`config.mk`:
```
export PLATFORM = sky130hd
export DESIGN_NAME = sha1_hash_engine_top
export DESIGN_NICKNAME = d
export VERILOG_FILES = /design/src/design/sha1_pkg.sv /design/src/design/sha1_datapath.sv /design/src/design/sha1_ctrl.sv /design/src/design/sha1_hash_engine_top.sv
export SDC_FILE = /design/constraint.sdc
export NUM_CORES = 2
export LEC_CHECK = 0
export ABC_CLOCK_PERIOD_IN_PS = 16129
export BUFFER_PORTS_ARGS = -buffer_cell sky130_fd_sc_hd__buf_2
export CAP_MARGIN = 20
export CORE_UTILIZATION = 50
export DETAILED_ROUTE_END_ITERATION = 6
export GPL_TIMING_DRIVEN = 1
export PLACE_DENSITY = 0.77
export SLEW_MARGIN = 20
export SYNTH_ARGS = -nofsm -noshare
export SYNTH_HDL_FRONTEND = slang
export SYNTH_SLANG_ARGS = --single-unit
```
`constraint.sdc`:
```
create_clock -name clk -period 16.13 [get_ports clk]
set_clock_uncertainty 0.05 [all_clocks]
set_input_delay 0.8065 -clock clk [delete_from_list [all_inputs] [get_ports clk]]
set_output_delay 0.8065 -clock clk [all_outputs]
set_load 0.02 [all_outputs]
```
`src/design/sha1_pkg.sv`:
```
// Shared types and constants of the SHA-1 hash engine.
package sha1_pkg;

    // Initial chaining value.
    localparam logic [31:0] H_INIT [5] = '{
        32'h67452301, 32'hEFCDAB89, 32'h98BADCFE, 32'h10325476, 32'hC3D2E1F0
    };

    // Round constants, one per group of twenty rounds.
    localparam logic [31:0] ROUND_K [4] = '{
        32'h5A827999, 32'h6ED9EBA1, 32'h8F1BBCDC, 32'hCA62C1D6
    };

    localparam logic [7:0] PAD_MARK   = 8'h80;
    localparam logic [5:0] FILL_LAST  = 6'd63;
    localparam logic [5:0] FILL_LEN   = 6'd56;
    localparam logic [6:0] ROUND_LAST = 7'd79;
    localparam logic [2:0] LEN_LAST   = 3'd7;

    // Input item.
    typedef struct packed {
        logic [7:0] data_byte;
        logic       has_byte;
        logic       last_item;
    } in_item_t;

    // Result item.
    typedef struct packed {
        logic [31:0] digest_word0;
        logic [31:0] digest_word1;
        logic [31:0] digest_word2;
        logic [31:0] digest_word3;
        logic [31:0] digest_word4;
    } out_item_t;

    // Source of the byte shifted into the block register.
    typedef enum logic [1:0] {
        SRC_MSG,
        SRC_MARK,
        SRC_ZERO,
        SRC_LEN
    } byte_src_t;

    // Commands from the controller to the datapath.
    typedef struct packed {
        logic       shift_en;
        byte_src_t  byte_src;
        logic [2:0] len_idx;
        logic       count_len;
        logic       load_work;
        logic       round_en;
        logic [6:0] round_idx;
        logic       update;
        logic       reinit;
    } dp_cmd_t;

    // Status from the datapath to the controller.
    typedef struct packed {
        logic [5:0] fill;
    } dp_status_t;

endpackage

```
`src/design/sha1_datapath.sv`:
```
// Datapath of the SHA-1 engine: block shift register, rounds, chaining words, length.
module sha1_datapath
    import sha1_pkg::*;
(
    input  logic       clk,
    input  logic       rst_n,
    input  dp_cmd_t    cmd,
    input  logic [7:0] data_byte,
    output dp_status_t status,
    output out_item_t  result
);

    logic [511:0] blk_reg, blk_next;
    logic [31:0]  a_reg, b_reg, c_reg, d_reg, e_reg;
    logic [31:0]  a_next, b_next, c_next, d_next, e_next;
    logic [31:0]  h_reg [5];
    logic [31:0]  h_next [5];
    logic [63:0]  len_reg, len_next;
    logic [5:0]   fill_reg, fill_next;

    logic [7:0]   in_byte;
    logic [7:0]   len_byte;
    logic [31:0]  w0, w2, w8, w13, w_sched, w_t;
    logic [31:0]  f_val, k_val, t_sum;
    logic [1:0]   grp;

    // Pick the byte to shift into the block.
    always_comb
    begin
        len_byte = 8'(len_reg >> {3'(LEN_LAST - cmd.len_idx), 3'b000});
        unique case (cmd.byte_src)
            SRC_MSG:  in_byte = data_byte;
            SRC_MARK: in_byte = PAD_MARK;
            SRC_ZERO: in_byte = 8'h00;
            SRC_LEN:  in_byte = len_byte;
            default:  in_byte = 8'h00;
        endcase
    end

    // Message schedule taps over the sixteen-word window (word 0 oldest).
    assign w0      = blk_reg[511:480];
    assign w2      = blk_reg[447:416];
    assign w8      = blk_reg[255:224];
    assign w13     = blk_reg[95:64];
    assign w_sched = w13 ^ w8 ^ w2 ^ w0;
    assign w_t     = (cmd.round_idx < 7'd16) ? w0 : {w_sched[30:0], w_sched[31]};

    // Round function and constant by group of twenty rounds.
    always_comb
    begin
        if (cmd.round_idx < 7'd20)
            grp = 2'd0;
        else if (cmd.round_idx < 7'd40)
            grp = 2'd1;
        else if (cmd.round_idx < 7'd60)
            grp = 2'd2;
        else
            grp = 2'd3;
        unique case (grp)
            2'd0:    f_val = (b_reg & c_reg) | (~b_reg & d_reg);
            2'd2:    f_val = (b_reg & c_reg) | (b_reg & d_reg) | (c_reg & d_reg);
            default: f_val = b_reg ^ c_reg ^ d_reg;
        endcase
        k_val = ROUND_K[grp];
        t_sum = {a_reg[26:0], a_reg[31:27]} + f_val + e_reg + k_val + w_t;
    end

    // Next-state logic for all datapath registers.
    always_comb
    begin
        blk_next  = blk_reg;
        fill_next = fill_reg;
        len_next  = len_reg;
        a_next    = a_reg;
        b_next    = b_reg;
        c_next    = c_reg;
        d_next    = d_reg;
        e_next    = e_reg;
        h_next    = h_reg;

        // Shift a byte in and advance the fill count.
        if (cmd.shift_en)
        begin
            blk_next  = {blk_reg[503:0], in_byte};
            fill_next = fill_reg + 6'd1;
        end
        if (cmd.count_len)
            len_next = len_reg + 64'd8;

        // Load working words from the chaining value.
        if (cmd.load_work)
        begin
            a_next = h_reg[0];
            b_next = h_reg[1];
            c_next = h_reg[2];
            d_next = h_reg[3];
            e_next = h_reg[4];
        end

        // Run one round and roll the schedule window.
        if (cmd.round_en)
        begin
            a_next   = t_sum;
            b_next   = a_reg;
            c_next   = {b_reg[1:0], b_reg[31:2]};
            d_next   = c_reg;
            e_next   = d_reg;
            blk_next = {blk_reg[479:0], w_t};
        end

        // Fold the working words into the chaining value.
        if (cmd.update)
        begin
            h_next[0] = h_reg[0] + a_reg;
            h_next[1] = h_reg[1] + b_reg;
            h_next[2] = h_reg[2] + c_reg;
            h_next[3] = h_reg[3] + d_reg;
            h_next[4] = h_reg[4] + e_reg;
        end

        // Restart for the next message.
        if (cmd.reinit)
        begin
            h_next   = H_INIT;
            len_next = 64'd0;
        end
    end

    // Hold control and chaining state.
    always_ff @(posedge clk or negedge rst_n)
    begin
        if (!rst_n)
        begin
            h_reg    <= H_INIT;
            len_reg  <= 64'd0;
            fill_reg <= 6'd0;
        end
        else
        begin
            h_reg    <= h_next;
            len_reg  <= len_next;
            fill_reg <= fill_next;
        end
    end

    // Hold block and working words.
    always_ff @(posedge clk)
    begin
        blk_reg <= blk_next;
        a_reg   <= a_next;
        b_reg   <= b_next;
        c_reg   <= c_next;
        d_reg   <= d_next;
        e_reg   <= e_next;
    end

    assign status.fill = fill_reg;

    assign result.digest_word0 = h_reg[0];
    assign result.digest_word1 = h_reg[1];
    assign result.digest_word2 = h_reg[2];
    assign result.digest_word3 = h_reg[3];
    assign result.digest_word4 = h_reg[4];

endmodule

```
`src/design/sha1_ctrl.sv`:
```
// Controller of the SHA-1 engine: intake, compression sequencing and padding.
module sha1_ctrl
    import sha1_pkg::*;
(
    input  logic       clk,
    input  logic       rst_n,
    input  logic       start,
    input  in_item_t   in_item,
    input  dp_status_t status,
    output dp_cmd_t    cmd,
    output logic       busy,
    output logic       done
);

    typedef enum logic [2:0] {
        ST_IDLE,
        ST_ROUND,
        ST_UPDATE,
        ST_PAD_MARK,
        ST_PAD_ZERO,
        ST_PAD_LEN,
        ST_EMIT
    } state_t;

    state_t     state_reg, state_next;
    state_t     ret_reg, ret_next;
    logic [6:0] round_reg, round_next;
    logic [2:0] lidx_reg, lidx_next;

    // Sequence commands and next state.
    always_comb
    begin
        state_next = state_reg;
        ret_next   = ret_reg;
        round_next = round_reg;
        lidx_next  = lidx_reg;
        cmd        = '0;
        cmd.byte_src  = SRC_MSG;
        cmd.round_idx = round_reg;
        cmd.len_idx   = lidx_reg;

        unique case (state_reg)
            ST_IDLE:
            begin
                if (start)
                begin
                    if (in_item.has_byte)
                    begin
                        cmd.shift_en  = 1'b1;
                        cmd.count_len = 1'b1;
                        if (status.fill == FILL_LAST)
                        begin
                            cmd.load_work = 1'b1;
                            state_next    = ST_ROUND;
                            ret_next      = in_item.last_item ? ST_PAD_MARK : ST_IDLE;
                        end
                        else if (in_item.last_item)
                            state_next = ST_PAD_MARK;
                    end
                    else if (in_item.last_item)
                        state_next = ST_PAD_MARK;
                end
            end
            ST_ROUND:
            begin
                cmd.round_en = 1'b1;
                if (round_reg == ROUND_LAST)
                begin
                    round_next = 7'd0;
                    state_next = ST_UPDATE;
                end
                else
                    round_next = round_reg + 7'd1;
            end
            ST_UPDATE:
            begin
                cmd.update = 1'b1;
                state_next = ret_reg;
            end
            ST_PAD_MARK:
            begin
                cmd.shift_en = 1'b1;
                cmd.byte_src = SRC_MARK;
                state_next   = ST_PAD_ZERO;
                if (status.fill == FILL_LAST)
                begin
                    cmd.load_work = 1'b1;
                    state_next    = ST_ROUND;
                    ret_next      = ST_PAD_ZERO;
                end
            end
            ST_PAD_ZERO:
            begin
                if (status.fill == FILL_LEN)
                    state_next = ST_PAD_LEN;
                else
                begin
                    cmd.shift_en = 1'b1;
                    cmd.byte_src = SRC_ZERO;
                    if (status.fill == FILL_LAST)
                    begin
                        cmd.load_work = 1'b1;
                        state_next    = ST_ROUND;
                        ret_next      = ST_PAD_ZERO;
                    end
                end
            end
            ST_PAD_LEN:
            begin
                cmd.shift_en = 1'b1;
                cmd.byte_src = SRC_LEN;
                if (lidx_reg == LEN_LAST)
                begin
                    lidx_next     = 3'd0;
                    cmd.load_work = 1'b1;
                    state_next    = ST_ROUND;
                    ret_next      = ST_EMIT;
                end
                else
                    lidx_next = lidx_reg + 3'd1;
            end
            ST_EMIT:
            begin
                cmd.reinit = 1'b1;
                state_next = ST_IDLE;
            end
            default:
                state_next = ST_IDLE;
        endcase
    end

    // Hold state, return point and counters.
    always_ff @(posedge clk or negedge rst_n)
    begin
        if (!rst_n)
        begin
            state_reg <= ST_IDLE;
            ret_reg   <= ST_IDLE;
            round_reg <= 7'd0;
            lidx_reg  <= 3'd0;
        end
        else
        begin
            state_reg <= state_next;
            ret_reg   <= ret_next;
            round_reg <= round_next;
            lidx_reg  <= lidx_next;
        end
    end

    assign busy = (state_reg != ST_IDLE);
    assign done = (state_reg == ST_EMIT);

    a_done_then_idle: assert property (@(posedge clk) disable iff (!rst_n)
        done |=> !busy)
        else $error("engine not idle after digest transfer");

    a_full_block_rounds: assert property (@(posedge clk) disable iff (!rst_n)
        (start && !busy && in_item.has_byte && status.fill == FILL_LAST)
        |=> state_reg == ST_ROUND)
        else $error("full block did not start compression");

    a_len_in_tail: assert property (@(posedge clk) disable iff (!rst_n)
        (state_reg == ST_PAD_LEN) |-> (status.fill >= FILL_LEN))
        else $error("length bytes outside block tail");

    a_round_cnt_idle: assert property (@(posedge clk) disable iff (!rst_n)
        (state_reg != ST_ROUND) |-> (round_reg == 7'd0))
        else $error("round counter not cleared outside rounds");

endmodule

```
`src/design/sha1_hash_engine_top.sv`:
```
// Top level of the SHA-1 hash engine.
//
// Input: an item (one message byte with has_byte, and last_item) transfers at a
// rising edge where start is high and busy is low. An item with has_byte low
// and last_item high ends the message as it stands, also an empty one.
// Output: the 160-bit digest appears on result for exactly one cycle, marked
// by done, and transfers at the edge that ends that cycle. The receiver cannot
// stall; it must take the digest when done is high.
// Timing: a byte that does not complete a block leaves the engine idle. The 64th byte
// of a block starts the compression, which runs one round per cycle in a
// single shared round unit: busy stays high through the 80 rounds and the
// chaining-word update. The last item then pads byte by byte through the
// same block shift register: the marker, the zero bytes and the length bytes
// (in the current block when they fit, spilling into a second block when fill
// is 56 or more), a step with no shift to switch to the length bytes, one
// compression per padded block (one or two), and one cycle with done high.
// No item is taken while busy is high, so intake stops during each compression.
// Reset: the chaining words return to the initial hash value, length and fill
// count clear, and the engine is idle; there is no clearing pass.
module sha1_hash_engine_top
    import sha1_pkg::*;
(
    input  logic      clk,
    input  logic      rst_n,
    input  logic      start,
    output logic      busy,
    input  in_item_t  in_item,
    output logic      done,
    output out_item_t result
);

    dp_cmd_t    cmd;
    dp_status_t status;

    sha1_ctrl u_ctrl (
        .clk     (clk),
        .rst_n   (rst_n),
        .start   (start),
        .in_item (in_item),
        .status  (status),
        .cmd     (cmd),
        .busy    (busy),
        .done    (done)
    );

    sha1_datapath u_datapath (
        .clk       (clk),
        .rst_n     (rst_n),
        .cmd       (cmd),
        .data_byte (in_item.data_byte),
        .status    (status),
        .result    (result)
    );

endmodule

```
==> metrics <==
Clock Sinks 915; Hold Buf Count CTS 0; area grow syn2layout 10.1%; Worst Setup SP u_ctrl.round_reg[4]$_DFFE_PN0P_; max-slew headroom at the worst pin 23.7%; DR pass1 iterations 7; top cells by area, synth edfxtp_1 (38%), nand2_1 (15%), dfrtp_1 (7.7%), fa_1 (4.7%), ha_1 (4.7%); initial drt markers 4493; Hold Path Class input pin to async pin; CP Cell Sequence inv_1 -> nor2_1 -> or3_1 -> buf_4 -> nand2_2 -> o221ai_1 -> fa_1 -> fa_1 -> fa_1 -> inv_1 -> ha_1 -> inv_1 -> fa_1 -> nor2b_1 -> o21ai_1 -> a21boi_1 -> o31a_1 -> o41ai_2 -> a211oi_1 -> o21ai_1 -> a2111oi_0 -> o21a_1 -> o31ai_1; initial antenna violation count 3; Startpoint Class flop; final number of hold-violating endpoints 0; Total GRT Usage 27.1%; number of global-route vias before repair 38200; max-cap viol count 0; die area 107000 um2; Mapped Cells 5568; syn_nets 5903; top cell type's share of synthesized area 38.3%; max-slew violations 0; simple-gate area share of the yosys netlist 20.3%; CP Max Fanout 37; max reg flops 512; placed insts 6922; first-pass GRT wire length 224000 um; Routed Antenna Nets 0; area of the multi-input gates 24700 um2; DR vias/cell 5.73; largest net degree at the start of global routing 263; worst setup path class flop to flop; Seq/Total Area, Yosys 50.0%; die height 327 um; Root Buffer clkbuf_16; CP Buf/Inv Count 4; row count 118; post-detailed-route wirelength per cell 20.5 um; Post-synth ARST share 26.6%; number of gates resized after CTS 0; failing checks DRC; mux cell area share after synthesis 1.84%; synth warn 0; Post-DP HPWL 103000 um; Most used DFF post-synth edfxtp_1; RSZ-0062 raised after global routing no; leading area contributor after synthesis edfxtp_1; total grt overflow 0; Ports 175; synthesis-stage register bit count 915; Req. time, crit path 16.48 ns; TritonCTS clock tree done; Reg area 26400 um2; delay of the slowest critical-path stage 0.57 ns; core area 104000 um2; Fin Setup TNS 0 ns; adder-cell share of the synthesized area 9.42%; area fraction in compound gates after synthesis 10.3%; DR vias 40800; syn avg cell area 9.47 um2; Yosys cell types 93; n_diodes 0; Critical R2R Launch u_ctrl.round_reg[4]$_DFFE_PN0P_; CP top delay family compound AO/OA/AOI/OAI gates; largest buffer count on any clock path 3; final std cells w/o fill 7106; htree depth 3; # DRC 2; endpoints failing setup 0; nets@finish 5980; post-CTS setup buffer count 0; slowest CP cell a2111oi_0; worst-skew pair later-pin latency 0.70 ns; Crit. End Element flop; # fillers 8952; post-layout min period 6.99 ns; fmax 143 MHz; Mapped Area 52700 um2; fin crit share 43.3%; Reg2Reg Setup Slack 9.14 ns; Initial Utilization 50.6%; Synth Area in XOR/XNOR 4.87%; number of synthesized flops with an enable pin 672; run status finished, violations left; Tightest Pin Transition 1.13 ns; Die X 327 um; port bufs 174; cts bufs inserted 100; RePlAce Congestion 0.977; main combinational cell family by area after synthesis simple AND/OR/NAND/NOR gates; most frequent cell on the critical path fa_1; Arrival @ worst endpoint 7.34 ns; routed wire length 146000 um; layout cell share with drive strength beyond 1 9.19%; clk slew on worst S/H paths 0.06 ns
==> metal layers <==
layer	share of wire, %	track usage (%)
met4	3.0	8.18
met1	43	40.1
met3	12	6.81
met5	0	0
met2	43	39.0
==> Yosys cell counts, types with 18 or more instances <==
cell type  instances
nand2_1         2079
edfxtp_1         672
nor2_1           252
a21oi_1          242
inv_1            230
o21ai_0          229
clkbuf_1         217
ha_1             197
xnor2_1          191
dfrtp_1          163
fa_1             125
xor2_1           102
a21o_1            84
dfstp_2           80
nand3_1           63
and3_1            46
nor3_1            44
mux2i_1           42
o21a_1            38
or3_1             32
nor2b_1           28
nand2b_1          25
nand4_1           24
mux2_2            23
a31oi_1           20
o21bai_1          20
o221ai_1          19
o31ai_1           19
a211oi_1          18
==> worst reg2reg max path, delay by kind of cell (launching register included) <==
| kind | cells | cell delay [ns] |
|---|---|---|
| flops | 1 | 0.49 |
| fa+ha+maj | 5 | 2.03 |
| compound gates | 10 | 2.49 |
| simple gates | 4 | 1.04 |
| buf+inv | 4 | 0.63 |
==> path summary, 6_finish.rpt <==
| kind | to | cells past startpoint |
|---|---|---|
| min | u_datapath.len_reg[5]$_DFFE_PN0P_ | 1 |
| min in group clk | u_ctrl.ret_reg[0]$_DFFE_PN0P_ | 3 |
| max reg2reg | u_datapath.a_reg[29]$_DFFE_PP_ | 23 |
| max in group asynchronous | u_datapath.result[90]$_DFFE_PN0P_ | 2 |
| max | u_datapath.a_reg[29]$_DFFE_PP_ | 23 |
| min reg2reg | u_datapath.status[5]$_DFFE_PN0P_ | 1 |
==> layout by cell type, fill, tap and decap left out, types with 80 or more instances in the layout <==
cell type	n
ha_1	197
a21o_1	84
xnor2_1	191
fa_1	125
dfrtp_1	163
o21ai_0	229
xor2_1	102
dfstp_2	80
a21oi_1	242
inv_1	230
nand2_1	2075
clkbuf_16	100
nor2_1	249
buf_2	173
edfxtp_1	672
==> area by class of cell <==
type                            instances  area share (%)
Sequential cell                       915            45.4
Tap cell                             1380            2.98
Clock buffer                          132            4.62
Timing Repair Buffer                  205            2.05
Multi-Input combinational cell       4191            42.5
Inverter                              232            1.50
Clock inverter                         51           0.886
==> logic make-up after synthesis <==
kind of cell | count (synthesis)
buf+inv | 462
compound gates | 846
flops | 915
mux | 78
simple gates | 2652
fa+ha+maj | 322
xor+xnor | 293
==> per-stage QoR <==
| stage | setup slack (ns) | hold WS (ns) | utilization, % | instance area [um2] |
|---|---|---|---|---|
| after floorplan | 1.38 | 0.392 | - | 52700 |
| after global placement | 8.98 | 0.408 | 52.6 | 54800 |
| after detailed placement | 8.81 | 0.417 | 52.6 | 54800 |
| after CTS | 8.80 | 0.207 | 55.7 | 58000 |
| after global routing | 8.72 | 0.228 | 55.7 | 58000 |
| final | 9.14 | 0.158 | 55.7 | 58000 |
Power is not shown: default switching activity piles up to over one toggle a cycle in this logic, so the estimate is an artifact.
